[src/rtl/core/swbc_pkg.sv]
// ----------------------------------------------------------------------------
// swbc_pkg
// Shared types, constants and helpers for the stop-and-wait byte channel.
// ----------------------------------------------------------------------------
package swbc_pkg;

   // Ring geometry
   localparam int unsigned RING_DEPTH = 32;
   localparam int unsigned PTR_W      = $clog2(RING_DEPTH);

   // Front queue depth is fixed at two words, one-bit pointers
   localparam int unsigned QUEUE_DEPTH = 2;

   // Request action codes
   localparam logic [1:0] ACT_WRITE = 2'd0;
   localparam logic [1:0] ACT_READ  = 2'd1;
   localparam logic [1:0] ACT_STEP  = 2'd2;

   // Mailbox control flag bit positions
   localparam int unsigned FLAG_ACK_BIT = 0;
   localparam int unsigned FLAG_DAT_BIT = 1;

   // Reset values
   localparam logic [31:0] LAST_ACC_RESET = 32'hFFFF_FFFF;
   localparam logic [2:0]  ZONE_RESET     = 3'd1;

   // Classified operation
   typedef enum logic [3:0] {
      OP_NOP   = 4'b0001,
      OP_WRITE = 4'b0010,
      OP_READ  = 4'b0100,
      OP_STEP  = 4'b1000
   } op_type;

   // One classified word handed from front to back
   typedef struct packed {
      op_type      op;
      logic [7:0]  wr_data;
      logic        dat_flag;
      logic        ack_flag;
      logic [31:0] rx_index;
      logic [31:0] rx_ack;
      logic [7:0]  rx_data;
   } item_type;

   // Ring pointer advance with wrap
   function automatic logic [PTR_W-1:0] ring_next(input logic [PTR_W-1:0] p);
      logic [PTR_W-1:0] n;
      n = p + 1'b1;
      if (p == PTR_W'(RING_DEPTH - 1)) begin
         n = '0;
      end
      return n;
   endfunction

endpackage

[src/rtl/core/swbc_front.sv]
// ----------------------------------------------------------------------------
// swbc_front
// Accepts request words, classifies the action and queues them for the back.
// ----------------------------------------------------------------------------
module swbc_front (
   input  logic                clock,
   input  logic                reset,
   input  logic                req_valid,
   output logic                req_stall,
   input  logic [1:0]          req_action,
   input  logic [7:0]          req_wr_data,
   input  logic [1:0]          req_rx_ctl,
   input  logic [31:0]         req_rx_index,
   input  logic [31:0]         req_rx_ack,
   input  logic [7:0]          req_rx_data,
   output logic                q_valid,
   input  logic                q_pop,
   output swbc_pkg::item_type  q_item
);

   swbc_pkg::item_type q_mem_ff [swbc_pkg::QUEUE_DEPTH];
   logic               wr_ptr_ff, wr_ptr_in;
   logic               rd_ptr_ff, rd_ptr_in;
   logic [1:0]         count_ff, count_in;
   logic               push;
   swbc_pkg::item_type cls;

   // Classify the incoming word
   always_comb begin
      cls.wr_data  = req_wr_data;
      cls.dat_flag = req_rx_ctl[swbc_pkg::FLAG_DAT_BIT];
      cls.ack_flag = req_rx_ctl[swbc_pkg::FLAG_ACK_BIT];
      cls.rx_index = req_rx_index;
      cls.rx_ack   = req_rx_ack;
      cls.rx_data  = req_rx_data;
      case (req_action)
         swbc_pkg::ACT_WRITE: cls.op = swbc_pkg::OP_WRITE;
         swbc_pkg::ACT_READ:  cls.op = swbc_pkg::OP_READ;
         swbc_pkg::ACT_STEP:  cls.op = swbc_pkg::OP_STEP;
         default:             cls.op = swbc_pkg::OP_NOP;
      endcase
   end

   // Queue control
   assign req_stall = (count_ff == 2'(swbc_pkg::QUEUE_DEPTH));
   assign push      = req_valid && !req_stall;
   assign q_valid   = (count_ff != 2'd0);
   assign q_item    = q_mem_ff[rd_ptr_ff];

   always_comb begin
      wr_ptr_in = push  ? ~wr_ptr_ff : wr_ptr_ff;
      rd_ptr_in = q_pop ? ~rd_ptr_ff : rd_ptr_ff;
      count_in  = count_ff + 2'(push) - 2'(q_pop);
   end

   always_ff @(posedge clock) begin
      if (reset) begin
         wr_ptr_ff <= 1'b0;
         rd_ptr_ff <= 1'b0;
         count_ff  <= 2'd0;
      end else begin
         wr_ptr_ff <= wr_ptr_in;
         rd_ptr_ff <= rd_ptr_in;
         count_ff  <= count_in;
      end
   end

   // Queue storage
   always_ff @(posedge clock) begin
      if (push) begin
         q_mem_ff[wr_ptr_ff] <= cls;
      end
   end

endmodule

[src/rtl/core/swbc_back.sv]
// ----------------------------------------------------------------------------
// swbc_back
// Executes queued words against the rings and the protocol state, and holds
// the result word in an output register.
// ----------------------------------------------------------------------------
module swbc_back (
   input  logic                clock,
   input  logic                reset,
   input  logic                csr_valid,
   output logic                csr_ready,
   input  logic [2:0]          csr_partner_zone,
   input  logic                q_valid,
   output logic                q_pop,
   input  swbc_pkg::item_type  q_item,
   output logic                rsp_valid,
   input  logic                rsp_stall,
   output logic                rsp_local_ok,
   output logic [7:0]          rsp_rd_data,
   output logic                rsp_send_now,
   output logic [2:0]          rsp_dest_zone,
   output logic [1:0]          rsp_tx_ctl,
   output logic [31:0]         rsp_tx_ack,
   output logic [31:0]         rsp_tx_index,
   output logic [7:0]          rsp_tx_data
);

   localparam int unsigned PW = swbc_pkg::PTR_W;

   // Ring storage, undefined until written
   logic [7:0] tx_mem [swbc_pkg::RING_DEPTH];
   logic [7:0] rx_mem [swbc_pkg::RING_DEPTH];

   // Protocol state
   logic [2:0]    zone_ff;
   logic [PW-1:0] tx_head_ff, tx_head_in;
   logic [PW-1:0] tx_tail_ff, tx_tail_in;
   logic [PW-1:0] rx_head_ff, rx_head_in;
   logic [PW-1:0] rx_tail_ff, rx_tail_in;
   logic          await_ff, await_in;
   logic [31:0]   seq_ff, seq_in;
   logic [31:0]   last_acc_ff, last_acc_in;
   logic [1:0]    sticky_ff, sticky_in;
   logic [31:0]   held_idx_ff, held_idx_in;

   // Memory read registers; tx_rdata_ff is the held outgoing byte
   logic [7:0]    tx_rdata_ff;
   logic [7:0]    rx_rdata_ff;

   // Result register
   logic          s2_valid_ff, s2_valid_in;
   logic          s2_ok_ff, s2_ok_in;
   logic          s2_send_ff, s2_send_in;
   logic [2:0]    s2_zone_ff, s2_zone_in;
   logic [1:0]    s2_ctl_ff, s2_ctl_in;
   logic [31:0]   s2_ack_ff, s2_ack_in;
   logic [31:0]   s2_idx_ff, s2_idx_in;
   // Held result came from a read
   logic          s2_rd_ff;

   logic          exec;
   logic          tx_we, rx_we, tx_re, rx_re;
   logic          ok;
   logic          acc, ack_hit, adv, load, flush;
   logic [PW-1:0] head_adv;

   assign csr_ready = 1'b1;

   // Execute when the result register is free or being drained
   assign exec  = q_valid && (!s2_valid_ff || !rsp_stall);
   assign q_pop = exec;

   // Step decisions
   always_comb begin
      acc      = q_item.dat_flag && (q_item.rx_index == last_acc_ff + 32'd1);
      ack_hit  = q_item.ack_flag && await_ff;
      adv      = ack_hit && (q_item.rx_ack == seq_ff);
      head_adv = adv ? swbc_pkg::ring_next(tx_head_ff) : tx_head_ff;
      load     = !(await_ff && !ack_hit) && (head_adv != tx_tail_ff);
      flush    = acc || load;
   end

   // Next state and result word
   always_comb begin
      tx_head_in  = tx_head_ff;
      tx_tail_in  = tx_tail_ff;
      rx_head_in  = rx_head_ff;
      rx_tail_in  = rx_tail_ff;
      await_in    = await_ff;
      seq_in      = seq_ff;
      last_acc_in = last_acc_ff;
      sticky_in   = sticky_ff;
      held_idx_in = held_idx_ff;
      ok          = 1'b0;
      tx_we       = 1'b0;
      rx_we       = 1'b0;
      tx_re       = 1'b0;
      rx_re       = 1'b0;
      s2_ok_in    = 1'b0;
      s2_send_in  = 1'b0;
      s2_zone_in  = 3'd0;
      s2_ctl_in   = 2'd0;
      s2_ack_in   = 32'd0;
      s2_idx_in   = 32'd0;
      case (q_item.op)
         swbc_pkg::OP_WRITE: begin
            ok = (tx_head_ff != swbc_pkg::ring_next(tx_tail_ff));
            if (ok) begin
               tx_tail_in = swbc_pkg::ring_next(tx_tail_ff);
               tx_we      = exec;
            end
            s2_ok_in = ok;
         end
         swbc_pkg::OP_READ: begin
            ok = (rx_head_ff != rx_tail_ff);
            if (ok) begin
               rx_head_in = swbc_pkg::ring_next(rx_head_ff);
               rx_re      = exec;
            end
            s2_ok_in = ok;
         end
         swbc_pkg::OP_STEP: begin
            if (acc) begin
               rx_tail_in = swbc_pkg::ring_next(rx_tail_ff);
               rx_we      = exec;
               sticky_in[swbc_pkg::FLAG_ACK_BIT] = 1'b1;
               last_acc_in = q_item.rx_index;
            end
            tx_head_in = head_adv;
            if (adv) begin
               seq_in = seq_ff + 32'd1;
            end
            if (ack_hit) begin
               await_in = 1'b0;
            end
            if (load) begin
               sticky_in[swbc_pkg::FLAG_DAT_BIT] = 1'b1;
               held_idx_in = adv ? seq_ff + 32'd1 : seq_ff;
               await_in    = 1'b1;
               tx_re       = exec;
            end
            if (flush) begin
               s2_send_in = 1'b1;
               s2_zone_in = zone_ff;
               s2_ctl_in  = sticky_in;
               s2_ack_in  = last_acc_in;
               s2_idx_in  = held_idx_in;
            end
         end
         default: begin
            ok = 1'b0;
         end
      endcase
   end

   always_comb begin
      if (exec) begin
         s2_valid_in = 1'b1;
      end else if (!rsp_stall) begin
         s2_valid_in = 1'b0;
      end else begin
         s2_valid_in = s2_valid_ff;
      end
   end

   // Control state
   always_ff @(posedge clock) begin
      if (reset) begin
         zone_ff     <= swbc_pkg::ZONE_RESET;
         tx_head_ff  <= '0;
         tx_tail_ff  <= '0;
         rx_head_ff  <= '0;
         rx_tail_ff  <= '0;
         await_ff    <= 1'b0;
         seq_ff      <= 32'd0;
         last_acc_ff <= swbc_pkg::LAST_ACC_RESET;
         sticky_ff   <= 2'd0;
         held_idx_ff <= 32'd0;
         s2_valid_ff <= 1'b0;
      end else begin
         if (csr_valid && csr_ready) begin
            zone_ff <= csr_partner_zone;
         end
         if (exec) begin
            tx_head_ff  <= tx_head_in;
            tx_tail_ff  <= tx_tail_in;
            rx_head_ff  <= rx_head_in;
            rx_tail_ff  <= rx_tail_in;
            await_ff    <= await_in;
            seq_ff      <= seq_in;
            last_acc_ff <= last_acc_in;
            sticky_ff   <= sticky_in;
            held_idx_ff <= held_idx_in;
         end
         s2_valid_ff <= s2_valid_in;
      end
   end

   // Result payload
   always_ff @(posedge clock) begin
      if (exec) begin
         s2_ok_ff   <= s2_ok_in;
         s2_send_ff <= s2_send_in;
         s2_zone_ff <= s2_zone_in;
         s2_ctl_ff  <= s2_ctl_in;
         s2_ack_ff  <= s2_ack_in;
         s2_idx_ff  <= s2_idx_in;
         s2_rd_ff   <= (q_item.op == swbc_pkg::OP_READ);
      end
   end

   // Transmit ring
   always_ff @(posedge clock) begin
      if (tx_we) begin
         tx_mem[tx_tail_ff] <= q_item.wr_data;
      end
   end

   // Held byte starts at zero, reloaded on each send load
   always_ff @(posedge clock) begin
      if (reset) begin
         tx_rdata_ff <= 8'd0;
      end else if (tx_re) begin
         tx_rdata_ff <= tx_mem[head_adv];
      end
   end

   // Receive ring
   always_ff @(posedge clock) begin
      if (rx_we) begin
         rx_mem[rx_tail_ff] <= q_item.rx_data;
      end
   end

   always_ff @(posedge clock) begin
      if (rx_re) begin
         rx_rdata_ff <= rx_mem[rx_head_ff];
      end
   end

   // Outputs; local_ok is only set by a successful read or write
   assign rsp_valid     = s2_valid_ff;
   assign rsp_local_ok  = s2_ok_ff;
   assign rsp_rd_data   = (s2_ok_ff && !s2_send_ff && s2_rd_ff) ? rx_rdata_ff : 8'd0;
   assign rsp_send_now  = s2_send_ff;
   assign rsp_dest_zone = s2_zone_ff;
   assign rsp_tx_ctl    = s2_ctl_ff;
   assign rsp_tx_ack    = s2_ack_ff;
   assign rsp_tx_index  = s2_idx_ff;
   assign rsp_tx_data   = s2_send_ff ? tx_rdata_ff : 8'd0;

endmodule

[src/rtl/core/stop_and_wait_byte_channel_core.sv]
// ----------------------------------------------------------------------------
// stop_and_wait_byte_channel_core
// Byte channel to a mailbox partner with stop-and-wait sequencing.
// ----------------------------------------------------------------------------
// Path: a request is accepted into the front queue, then the execute stage
//   writes its result into the result register.
// Throughput: one word per cycle while the result side does not stall.
// Reset: ring pointers, sequence state and flags clear, last accepted index
//   goes to all ones, partner zone to 1. Ring storage is not cleared.
module stop_and_wait_byte_channel_core (
   input  logic        clock,
   input  logic        reset,
   input  logic        csr_valid,
   output logic        csr_ready,
   input  logic [2:0]  csr_partner_zone,
   input  logic        req_valid,
   output logic        req_stall,
   input  logic [1:0]  req_action,
   input  logic [7:0]  req_wr_data,
   input  logic [1:0]  req_rx_ctl,
   input  logic [31:0] req_rx_index,
   input  logic [31:0] req_rx_ack,
   input  logic [7:0]  req_rx_data,
   output logic        rsp_valid,
   input  logic        rsp_stall,
   output logic        rsp_local_ok,
   output logic [7:0]  rsp_rd_data,
   output logic        rsp_send_now,
   output logic [2:0]  rsp_dest_zone,
   output logic [1:0]  rsp_tx_ctl,
   output logic [31:0] rsp_tx_ack,
   output logic [31:0] rsp_tx_index,
   output logic [7:0]  rsp_tx_data
);

   logic               q_valid;
   logic               q_pop;
   swbc_pkg::item_type q_item;

   // Request intake and classification
   swbc_front u_front (
      .clock        (clock),
      .reset        (reset),
      .req_valid    (req_valid),
      .req_stall    (req_stall),
      .req_action   (req_action),
      .req_wr_data  (req_wr_data),
      .req_rx_ctl   (req_rx_ctl),
      .req_rx_index (req_rx_index),
      .req_rx_ack   (req_rx_ack),
      .req_rx_data  (req_rx_data),
      .q_valid      (q_valid),
      .q_pop        (q_pop),
      .q_item       (q_item)
   );

   // Execution and result register
   swbc_back u_back (
      .clock            (clock),
      .reset            (reset),
      .csr_valid        (csr_valid),
      .csr_ready        (csr_ready),
      .csr_partner_zone (csr_partner_zone),
      .q_valid          (q_valid),
      .q_pop            (q_pop),
      .q_item           (q_item),
      .rsp_valid        (rsp_valid),
      .rsp_stall        (rsp_stall),
      .rsp_local_ok     (rsp_local_ok),
      .rsp_rd_data      (rsp_rd_data),
      .rsp_send_now     (rsp_send_now),
      .rsp_dest_zone    (rsp_dest_zone),
      .rsp_tx_ctl       (rsp_tx_ctl),
      .rsp_tx_ack       (rsp_tx_ack),
      .rsp_tx_index     (rsp_tx_index),
      .rsp_tx_data      (rsp_tx_data)
   );

endmodule

[config.mk]
export PLATFORM = sky130hd
export DESIGN_NAME = stop_and_wait_byte_channel_core
export DESIGN_NICKNAME = d
export VERILOG_FILES = /design/src/rtl/core/swbc_pkg.sv /design/src/rtl/core/swbc_front.sv /design/src/rtl/core/swbc_back.sv /design/src/rtl/core/stop_and_wait_byte_channel_core.sv
export SDC_FILE = /design/constraint.sdc
export NUM_CORES = 1
export LEC_CHECK = 0
export CORE_UTILIZATION = 40
export CTS_CLUSTER_DIAMETER = 40
export CTS_CLUSTER_SIZE = 20
export DETAILED_ROUTE_END_ITERATION = 12
export DONT_BUFFER_PORTS = 1
export HOLD_SLACK_MARGIN = 0.08
export RECOVER_POWER = 25
export SETUP_SLACK_MARGIN = 0.15
export SYNTH_ARGS = -nofsm -noshare
export SYNTH_HDL_FRONTEND = slang
export SYNTH_SLANG_ARGS = --single-unit
[constraint.sdc]
create_clock -name clock -period 12.3 [get_ports clock]
set_clock_uncertainty 0.1 [all_clocks]
set_input_delay 0.615 -clock clock [delete_from_list [all_inputs] [get_ports clock]]
set_output_delay 0.615 -clock clock [all_outputs]
set_load 0.005 [all_outputs]
==> flow_summary_export.csv <==
group,metric,value,unit
global_route,grt_first_pass_wirelength,140000,µm
synth,syn_inst,2706,
clock_network,htree_levels,3,
layout,final_cell_mix,"edfxtp_1, nor2_1, nand2_1",
timing,tightestPinTransition,2.98,ns
timing,fin_tns_setup,0,ns
drt,antenna_left,0,
drt,wl,94400,µm
critical_path,slowest_delay,2.34,ns
drt,drt_iter0_markers,1793,
synth,syn-cell-area,37900,µm²
synth,synth_cell_types,80,
placement,pre_cts_ws,5.96,ns
layout,area_growth,16.3,%
pwr,p_leak,14.7,nW
hold_path,hold_path_class,"input pin to flop",
drt,viasPerCell,5.53,
timing,grt_setup_unrepaired,"no",
critical_path,crit_top_cell,"xnor2_1",
layout,layout.nets,2879,
timing,drv_slew,129,
layout,final_common_cell,"edfxtp_1",
critical_path,cp-start-kind,"flop",
critical_path,worstPathMaxFanout,67,
synth,yosysTopAreaCell,"edfxtp_1",
synth,synth.yosys.seq_area_share,67.6,%
layout,n_fill_cell,8216,
placement,globalplace.congestion,0.838,
die,rows,112,
global_route,grt_max_degree,96,
die,initial_core_util,40.5,%
synth,synth.area.top_cells,"edfxtp_1, dfxtp_1, mux4_2, mux2i_1, nor2_1",
timing,hold_violations,0,
synth,yosys_warnings,0,
critical_path,regToRegSetupSlack,4.36,ns
outcome,outcome,"finished, violations left",
synth,synth_flop_cell,"edfxtp_1",
clock_network,insertion_delay,0.70,ns
drt,vias,22864,
critical_path,worst_ep_arrival_time,8.28,ns
clock_network,cts_tree,"yes",
clock_network,cts_buffers,119,
synth,ys_ff_latch,900,
critical_path,crit_slowest_cell,"dfxtp_1",
die,die_x,310,µm
clock_network,cts_root_buffer,"clkbuf_16",
critical_path,worstPathCellList,"mux2i_1, xnor2_1, or4b_4, nor3_1, nand3_1, o221a_2, xnor2_1, o41a_2, o21ai_4, buf_4, inv_2, and2_1",
clock_network,clockBufferDepth,3,
clock_network,post_cts_buffers,0,
critical_path,cp.required,12.64,ns
synth,synth_area_per_cell,14.0,µm²
clock_network,clock_sinks,900,
placement,dp_hpwl,61000,µm
placement,port_buffers,0,
global_route,grt_overflow,0,
layout,layout.cells.non_filler,4131,
flow_run,max_cap_viol_count,3,
timing,finalCritPeriodShare,64.5,%
die,chipHeight,310,µm
timing,setup_viol,0,
clock_network,cts.clk_slew.worst_paths,0.06,ns
die,dieArea,96100,µm²
global_route,antenna_found_initial,11,
pwr,p_per_area,189,nW/µm²
placement,dp_cells,3809,
timing,setup_ws,4.36,ns
drt,firstDrtPassIters,7,
synth,yosysTopAreaCellShare,60.5,%
synth,async_flop_share,0,%
pwr,ir_drop,0.000196,V
timing,min_period,7.94,ns
die,pin_count,182,
layout,drive_gt1_share,14.3,%
global_route,grt_pass1_vias,22791,
global_route,grt.total_usage,19.5,%
die,core-area,93600,µm²
synth,syn-num-nets,2816,
critical_path,end_kind,"flop",
timing,max_freq,126,MHz
critical_path,crit_type,"flop to flop",
drt,drc,0,
outcome,violations,"max-capacitance violations, max-slew violations",
pwr,total_power,8.35,mW
drt,avgRoutedWirePerCell,22.9,µm
synth,synth_edf_count,764,
timing,timing.slew.headroom,-99.1,%
-- registers in the layout, summed over array words and instances, names as in the netlist, 32 cells and up, named ones only --
register / cells
u_back.rx_mem: 256
u_back.tx_mem: 256
u_front.q_mem_ff: 172
u_back.held_idx_ff: 32
u_back.last_acc_ff: 32
u_back.rsp_tx_ack: 32
u_back.rsp_tx_index: 32
u_back.seq_ff: 32
-- per-stage QoR --
step / util, % / area [µm²] / hold slack (ns)
after detailed placement: 41.7 / 39000 / 0.348
final: 47.2 / 44100 / 0.132
after global routing: 47.2 / 44100 / 0.0812
after global placement: 41.7 / 39000 / 0.340
after floorplan: - / 37900 / 0.332
after CTS: 47.2 / 44200 / 0.0843
-- timing repair --
item                      in CTS  in global routing
hold buffers                  93                  0
resized for setup              0                  0
hold endpoints to repair     268                  0
-- cell type report --
class                           count  area, µm²  share of cell area, %
Tap cell                         1254       1570                   3.55
Multi-Input combinational cell   1599      11500                   26.0
Antenna cell                        4       10.0                 0.0227
Clock buffer                      130       3070                   6.95
Timing Repair Buffer              120       1140                   2.59
Clock inverter                     95       1110                   2.52
Sequential cell                   900      25700                   58.1
Inverter                           29        109                  0.247
-- cell usage after synthesis (56+ instances only) --
cell type / n
xnor2_1: 91
a21oi_1: 66
mux2_2: 57
nor2_1: 258
edfxtp_1: 764
nand3_1: 140
xor2_1: 58
and3_1: 56
mux4_2: 80
nand2_1: 233
dfxtp_1: 136
mux2i_1: 117
clkbuf_1: 123
a211oi_1: 62
-- worst max-delay path, delay by kind of cell, from the launching register on --
kind	cells	cell delay [ns]
flip-flops	1	2.34
AO/OA/AOI/OAI	3	1.81
AND/OR/NAND/NOR	4	1.66
buffers and inverters	2	0.75
XOR/XNOR	2	0.57
multiplexers	1	0.36
-- power breakdown --
part	internal, mW	leakage (nW)	switching [mW]	total [mW]
registers	3.70	8.09	0.155	3.85
logic	0.279	4.53	0.686	0.965
clock network	2.09	2.03	1.45	3.53
-- logic make-up after synthesis --
| logic type | Yosys count | share of synthesized area (%) |
|---|---|---|
| other cells | 1 | 0.00988 |
| buf+inv | 207 | 2.28 |
| mux | 254 | 9.53 |
| xor+xnor | 150 | 3.48 |
| compound gates | 312 | 5.74 |
| flops | 900 | 67.6 |
| fa+ha+maj | 18 | 0.594 |
| simple gates | 864 | 10.7 |
-- worst paths after layout --
path | startpoint | to | cells after the start
worst max-delay path | flop | u_back.rsp_dest_zone[1] | 12
worst min-delay path | req_action[1] | u_front.q_mem_ff[1][85] | 1
worst max register to register | flop | u_back.rsp_dest_zone[1] | 12
worst min register to register | u_back.sticky_ff[0] | u_back.sticky_ff[0] | 2
-- metal layers --
metal	vias up	wire [µm]	track usage [%]
li1	10411	-	-
met4	16	3830	8.44
met5	-	99	0
met1	11361	38600	25.0
met2	845	44800	31.3
met3	231	7060	5.05
(Power assumes the default switching activity.)
